--- config.mk ---
export PLATFORM = sky130hd
export DESIGN_NAME = fsnr_ctrl
export DESIGN_NICKNAME = d
export VERILOG_FILES = /design/src/rtl/fsnr_pkg.sv /design/src/rtl/fsnr_ctrl.sv
export SDC_FILE = /design/constraint.sdc
export NUM_CORES = 1
export LEC_CHECK = 0
export BUFFER_PORTS_ARGS = -buffer_cell sky130_fd_sc_hd__buf_4
export CORE_AREA = 2 2 39 41
export CTS_CLUSTER_DIAMETER = 100
export DETAILED_ROUTE_END_ITERATION = 12
export DIE_AREA = 0 0 41 43
export GPL_ROUTABILITY_DRIVEN = 0
export PLACE_DENSITY = 0.58
export REMOVE_ABC_BUFFERS = 1
export SETUP_SLACK_MARGIN = 0.4
export SLEW_MARGIN = 20
export SYNTH_ARGS = -nofsm -noshare
export SYNTH_HDL_FRONTEND = slang
export SYNTH_SLANG_ARGS = --single-unit
--- constraint.sdc ---
create_clock -name aclk -period 1.22 [get_ports aclk]
set_input_delay 0.061 -clock aclk [delete_from_list [all_inputs] [get_ports aclk]]
set_output_delay 0.061 -clock aclk [all_outputs]
set_load 0.05 [all_outputs]
--- src/rtl/fsnr_pkg.sv ---
`timescale 1ns / 1ps
// ----------------------------------------------------------------------------
// fsnr_pkg - shared types and constants of the first-seen node relabeler
// Widths, error codes, register map and the controller/datapath interface.
// ----------------------------------------------------------------------------
package fsnr_pkg;

    localparam int NODE_ID_SPACE   = 65536;
    localparam int MAX_BATCH_NODES = 2048;

    localparam int ID_W    = $clog2(NODE_ID_SPACE);       // node id / map address
    localparam int LABEL_W = $clog2(MAX_BATCH_NODES);     // dense label / list address
    localparam int COUNT_W = LABEL_W + 1;                 // 0 .. MAX_BATCH_NODES
    localparam int MAP_W   = LABEL_W + 1;                 // valid flag + label
    localparam int CLR_W   = ID_W + 1;                    // sweep counter incl. done
    localparam int LIMIT_W = 17;
    localparam int ERR_W   = 2;

    // APB register map
    localparam int PADDR_W = 3;
    localparam int PDATA_W = 32;
    localparam logic REG_NODE_COUNT_LIMIT = 1'b0;         // word index, paddr[2]
    localparam logic [LIMIT_W-1:0] NODE_LIMIT_RESET = LIMIT_W'(65536);

    // result error codes
    localparam logic [ERR_W-1:0] ERR_NONE     = 2'd0;
    localparam logic [ERR_W-1:0] ERR_RANGE    = 2'd1;
    localparam logic [ERR_W-1:0] ERR_CAPACITY = 2'd2;

    typedef enum logic [2:0] {
        CMD_NONE,
        CMD_CLEAR,     // reset sweep of the label map
        CMD_ACCEPT,    // latch beat, read map at source
        CMD_LOOK_DST,  // hold source entry, read map at destination
        CMD_DECIDE,    // labels, errors, first write
        CMD_WR_DST,    // second write when both nodes are new
        CMD_FLUSH,     // walk the node list, invalidate map entries
        CMD_LOAD       // move result into the output register
    } cmd_t;

    typedef struct packed {
        logic clr_done;
        logic both_new;
        logic end_flag;
        logic flush_done;
    } status_t;

endpackage

--- src/rtl/fsnr_ctrl.sv ---
`timescale 1ns / 1ps
// ----------------------------------------------------------------------------
// fsnr_ctrl - sequencer of the relabeler
// Steps each beat through lookup, write, list flush and result hand-off.
// ----------------------------------------------------------------------------
module fsnr_ctrl (
    input  logic              aclk,
    input  logic              aresetn,
    input  logic              s_valid,
    output logic              s_ready,
    output logic              m_valid,
    input  logic              m_ready,
    input  fsnr_pkg::status_t status,
    output fsnr_pkg::cmd_t    cmd
);
    import fsnr_pkg::*;

    typedef enum logic [2:0] {
        ST_INIT_CLR,
        ST_IDLE,
        ST_LOOK,
        ST_DECIDE,
        ST_WR_DST,
        ST_FLUSH,
        ST_RESULT
    } state_t;

    state_t state_reg, state_next;
    logic   m_valid_reg, m_valid_next;

    always_comb begin
        state_next   = state_reg;
        cmd          = CMD_NONE;
        m_valid_next = m_valid_reg && !m_ready;
        case (state_reg)
            ST_INIT_CLR: begin
                if (status.clr_done) begin
                    state_next = ST_IDLE;
                end else begin
                    cmd = CMD_CLEAR;
                end
            end
            ST_IDLE: begin
                if (s_valid) begin
                    cmd        = CMD_ACCEPT;
                    state_next = ST_LOOK;
                end
            end
            ST_LOOK: begin
                cmd        = CMD_LOOK_DST;
                state_next = ST_DECIDE;
            end
            ST_DECIDE: begin
                cmd = CMD_DECIDE;
                if (status.both_new) begin
                    state_next = ST_WR_DST;
                end else if (status.end_flag) begin
                    state_next = ST_FLUSH;
                end else begin
                    state_next = ST_RESULT;
                end
            end
            ST_WR_DST: begin
                cmd        = CMD_WR_DST;
                state_next = status.end_flag ? ST_FLUSH : ST_RESULT;
            end
            ST_FLUSH: begin
                cmd = CMD_FLUSH;
                if (status.flush_done) begin
                    state_next = ST_RESULT;
                end
            end
            ST_RESULT: begin
                if (!m_valid_reg || m_ready) begin
                    cmd          = CMD_LOAD;
                    m_valid_next = 1'b1;
                    state_next   = ST_IDLE;
                end
            end
            default: begin
                state_next = ST_IDLE;
            end
        endcase
    end

    always_ff @(posedge aclk) begin
        if (!aresetn) begin
            state_reg   <= ST_INIT_CLR;
            m_valid_reg <= 1'b0;
        end else begin
            state_reg   <= state_next;
            m_valid_reg <= m_valid_next;
        end
    end

    assign s_ready = (state_reg == ST_IDLE);
    assign m_valid = m_valid_reg;

endmodule

Word-level counts from Yosys, hierarchy flattened
Cells that the tools add are included.
{"block": "classes", "n_eq_ne": 10, "mux": 13, "n_reduce_logical": 6}
{"op": "one-hot mux 3 bit (7 select lines)", "count": 2}
{"op": "two-way mux 3 bit", "count": 5}
{"op": "== test 3 bit, second input constant", "count": 3}
{"op": "!= test 2 bit, second input constant", "count": 4}
{"op": "== test 3 x 2 -> 1 bit, second input constant", "count": 2}
{"op": "two-way mux 2 bit", "count": 3}
{"op": "AND reduction 4 bit", "count": 1}
{"op": "== test 3 x 1 -> 1 bit, second input constant", "count": 1}
{"op": "logical NOT 3 bit", "count": 1}
{"op": "two-way mux 1 bit", "count": 3}
{"op": "logical NOT 1 bit", "count": 2}
{"op": "logical AND 1 bit", "count": 1}
{"op": "logical OR 1 bit", "count": 1}
{"block": "word_totals", "elab_cells": 31, "in_bits": 8, "out_inout_bits": 5, "regBits": 4}

Logic depth before layout (Yosys ltp)
{"block": "depth", "ltp_word": 4, "depth_mapped": 4, "mapped_depth_nobuf": 3}

Worst setup path before layout
Ideal clock, no wire load.
{"block": "synth_path", "path_type": "reg-to-output", "startpoint": "register m_valid_reg, in the netlist m_valid", "endpoint": "output cmd[0]", "required_time_ns": 1.159, "slack_ns": -0.716, "path_stages_with_launch": 4, "arrival_time_ns": 1.875, "n_path_buf": 0, "path_cell_list": "dfxtp_1 > nand2b_1 > nor2_1 > a211oi_1"}
{"block": "synth_via", "elab_chain_cells": 4}
{"item": "start, declared", "line": "fsnr_ctrl.sv:29", "source": "logic m_valid_reg, m_valid_next;"}
{"item": "start signal, assigned", "line": "fsnr_ctrl.sv:92", "source": "m_valid_reg <= m_valid_next;"}
{"item": "logical NOT 1 bit", "line": "fsnr_ctrl.sv:74", "source": "if (!m_valid_reg || m_ready) begin"}
{"item": "logical OR 1 bit", "line": "fsnr_ctrl.sv:74"}
{"item": "two-way mux 3 bit", "line": "fsnr_ctrl.sv:74"}
{"item": "one-hot mux 3 bit (7 select lines)", "line": "fsnr_ctrl.sv:35", "source": "case (state_reg)"}
{"item": "end, declared", "line": "fsnr_ctrl.sv:14", "source": "output fsnr_pkg::cmd_t cmd"}
No other way between the ends.

Worst setup path in the final report
{"block": "layout_path", "startpoint": "register state_reg[2]", "endpoint": "output cmd[2]"}
{"block": "layout_via", "elab_chain_cells": 2, "word_cells_on_any_way": 8, "classes_between": "6 x eq/ne; 1 x mux; 1 x reduce/logical"}
{"item": "start, declared", "line": "fsnr_ctrl.sv:28", "source": "state_t state_reg, state_next;"}
{"item": "start signal, assigned", "line": "fsnr_ctrl.sv:91", "source": "state_reg <= state_next;"}
{"item": "== test 3 bit, or another cell as far along", "line": "fsnr_ctrl.sv:35"}
{"item": "one-hot mux 3 bit (7 select lines) (*)", "line": "fsnr_ctrl.sv:35"}
Mark *: on every way between the ends. The rest lies on a longest branch, timed or not.

==> parameters.txt <==
Parameter                              Value

Routing
  Via Count ... 403
  DR WL met3 ... 36 um
  Met2 routed wirelength ... 469 um
  Met1 Routed Length ... approximately 460 um
  Top routing layer in use ... met3
  Via count normalized by instance count ... 4.91
  Number of detailed-routing iterations run before antenna repair ... 4
  Per-cell routed wire length ... 11.7 um
  Wire length reported by the detailed router ... 962 um
  DRC violation count after routing ... 0
  Count of routing violations after the opening detailed-route iteration ... 3
  Antenna viol nets, final ... 0

Power
  Total Power Consumption ... 454 uW
  Power share of the clock group ... 34.2%
  Total internal power ... 323 uW
  PwrDens ... between 700 and 800 nW/um2
  Power spent charging and discharging nets ... 132 uW
  Largest vdd supply drop ... 0.000353 V
  Combinational share of power ... 34.8%
  Leakage ... 0.270 nW
  Net Sw Frac ... 29.0%
  Sequential Power Share ... 31.0%

Status
  Status ... finished, violations left
  Violated checks ... negative setup slack

Setup path
  Critical-path cell with the highest stage delay ... sky130_fd_sc_hd__dfxtp_4
  Required time at the worst-slack endpoint ... 1.16 ns
  Signal arrival time at the worst endpoint ... 1.17 ns
  Crit. End Element ... output pin
  Max Fanout on Critical Path ... 7
  Startpoint types ... flop
  Maximum cell stage delay along the critical path ... 0.38 ns
  Cell class contributing the biggest share of worst-path delay ... flip-flops
  Worst Setup Path Type ... flop to output pin
  Number of buffers and inverters on the critical path ... 1
  Series of cell instances along the critical path ... and2b_2 -> a22o_1 -> buf_6

Global route
  Number of antenna violations at the first check in global routing ... 0
  Grt ovf ... 0
  Wire length of the first global-routing pass ... 1370 um
  Pin count of the biggest net entering global routing ... 15
  Vias in the first global route ... 366
  Overall global routing resource usage ... 11.3%

Yosys
  Post-synth top area share ... 22.3%
  Number of synthesized register bits ... 4
  Synth unique cells ... 30
  Syn Std Cell Area ... roughly 360 um2
  Post-Synthesis Mean Instance Area ... 8.16 um2
  Library cell with the largest summed area after synthesis ... sky130_fd_sc_hd__dfxtp_1
  Synthesized instance count ... 44
  Number of warnings reported in the yosys synthesis log ... 0
  Area contributors post-synth ... sky130_fd_sc_hd__dfxtp_1 (22%), sky130_fd_sc_hd__o21ai_1 (8.4%), sky130_fd_sc_hd__buf_6 (6.3%), sky130_fd_sc_hd__nor2b_1 (5.2%), sky130_fd_sc_hd__a21boi_1 (4.2%)
  Sequential share of the synthesized area ... roughly 22%

Run
  Max-cap violations ... 0

STA
  Hold violation total from the final report ... 0
  Unrepaired setup endpoints after global routing ... true
  Transition time at the pin with the least slew margin ... 0.270 ns
  Ratio of final minimum period to clock period ... 101%
  Max-slew headroom at the worst pin ... 81.8%
  Smallest hold slack ... 0.0938 ns
  Final setup violation count ... 1
  Number of pins exceeding their max-slew limit in the final report ... 0
  Post-layout minimum cycle time ... 1.23 ns
  Fmax ... ~810 MHz
  Worst Slack Setup Final ... -0.0125 ns
  Post-route clock skew ... between 0.0015 and 0.002 ns

Place
  Cell area after placement ... 477 um2
  Quantity of I/O buffers inserted on ports ... 12
  DP Wirelength ... 651 um

CTS
  Clock-pin slew of the registers on the worst-case setup and hold paths ... about 0.03 ns
  CTS tree ... built
  Root Buffer Master ... sky130_fd_sc_hd__clkbuf_4
  Clock insertion delay at the later pin of the skew report ... between 0.2 and 0.25 ns
  CTS buffer count ... 3
  Count of clock tree sinks ... 4
  Maximum clock insertion buffer count ... 2
  H-tree depth reported by CTS ... 1

Final layout
  Post-layout net count ... 76
  Filler instances ... 141
  Cell area after layout ... 611 um2
  Count of antenna diodes in the layout ... 0
  Area growth from synthesis to layout ... 70.0%
  Largest register FFs ... 3
  Fraction of layout instances using a drive strength above 1 ... between 50% and 60%

Floorplanning
  Row Count ... 14
  Overall die area ... 1760 um2
  Die Span Y ... 43 um
  I/O pin count ... 13
  Die X ... ~41 um
  Starting density of the core ... 25.9%
  Placeable core region ... 1380 um2

Hold path
  Worst hold-check path type ... input port to flop
[power by group through the flow]
stage / registers [mW] / clock network [mW] / logic, mW
floorplan: 0.148 / 0 / 0.0746
global placement: 0.146 / 0 / 0.132
detailed placement: 0.146 / 0 / 0.132
CTS: 0.141 / 0.165 / 0.149
global route: 0.142 / 0.171 / 0.169
finish: 0.141 / 0.156 / 0.158
[kinds of logic after synthesis]
family	share of synthesized area, %
and+or+nand+nor	30.0
AOI/OAI and AO/OA	38.3
buffers and inverters	9.41
DFF	22.3
[cells in the mapped netlist]
cell type,count
sky130_fd_sc_hd__and2_1,1
sky130_fd_sc_hd__o211ai_1,1
sky130_fd_sc_hd__buf_4,1
sky130_fd_sc_hd__nor2_1,2
sky130_fd_sc_hd__o21bai_2,1
sky130_fd_sc_hd__a211oi_1,1
sky130_fd_sc_hd__nor3b_1,1
sky130_fd_sc_hd__or2_1,1
sky130_fd_sc_hd__buf_6,2
sky130_fd_sc_hd__nand3_1,1
sky130_fd_sc_hd__and3b_2,1
sky130_fd_sc_hd__dfxtp_1,4
sky130_fd_sc_hd__nand2_1,2
sky130_fd_sc_hd__nor2b_1,3
sky130_fd_sc_hd__o21a_1,1
sky130_fd_sc_hd__inv_1,1
sky130_fd_sc_hd__a41o_1,1
sky130_fd_sc_hd__a21o_1,1
sky130_fd_sc_hd__a21boi_1,2
sky130_fd_sc_hd__and2b_2,1
sky130_fd_sc_hd__a31o_1,1
sky130_fd_sc_hd__a211o_1,1
sky130_fd_sc_hd__o41ai_1,1
sky130_fd_sc_hd__and3_1,1
sky130_fd_sc_hd__a22o_1,1
sky130_fd_sc_hd__a31oi_1,1
sky130_fd_sc_hd__o21ai_1,6
sky130_fd_sc_hd__nand2b_1,1
sky130_fd_sc_hd__and3b_1,1
sky130_fd_sc_hd__nor2b_2,1
[routing by layer]
| metal | vias to the layer above | global-route usage (%) |
|---|---|---|
| met5 | - | 0 |
| met4 | 0 | 8.00 |
| met3 | 0 | 1.57 |
| met2 | 9 | 16.3 |
| met1 | 185 | 14.7 |
| li1 | 209 | - |
[worst paths after layout]
| path | from | end | slack (ns) | cells after the start |
|---|---|---|---|---|
| max reg2reg | state_reg[1] | state_reg[1] | 0.05 | 4 |
| min reg2reg | state_reg[0] | state_reg[0] | 0.58 | 2 |
| min | aresetn | m_valid | 0.09 | 2 |
| max | state_reg[2] | cmd[2] | -0.01 | 3 |
[metrics by stage]
step	worst slack, ns	setup TNS, ns	utilization, %	cells
after floorplan	-0.716	-1.25	-	41
after global placement	0.0258	0	34.4	74
after detailed placement	-0.0117	-0.0117	34.4	74
after CTS	-0.00896	-0.0250	41.9	81
after global routing	-0.0538	-0.144	44.1	82
final	-0.0125	-0.0125	44.1	82
[placed cells by master, fill, tap and decap left out, drive strengths merged]
master  count
dfxtp       4
a21boi      2
o21a        1
a22o        1
inv         1
and3b       2
nand2       2
a41o        1
a31oi       1
and2b       1
nand3       1
a211oi      1
and2        1
buf        22
clkbuf      3
o21bai      1
nor2b       4
nand2b      1
a31o        1
a21o        1
and3        1
nor2        2
or2         1
o211ai      1
a211o       1
o21ai       6
nor3b       1
o41ai       1
[repair_timing]
| action | CTS | global route |
|---|---|---|
| resized for setup | 17 | 8 |
| hold buffers | 0 | 0 |
| pin swaps | 5 | 5 |
| buffers inserted | 4 | 1 |
| endpoints found under the setup margin | 9 | 8 |
[area by class of cell]
cell class	instances	area, um2	share of cell area, %
Timing Repair Buffer	22	199	32.6
Inverter	1	3.75	0.615
Clock buffer	3	22.5	3.69
Tap cell	16	20.0	3.28
Sequential cell	4	92.6	15.2
Multi-Input combinational cell	36	273	44.7
No activity file was read; power rests on OpenSTA's default activity.
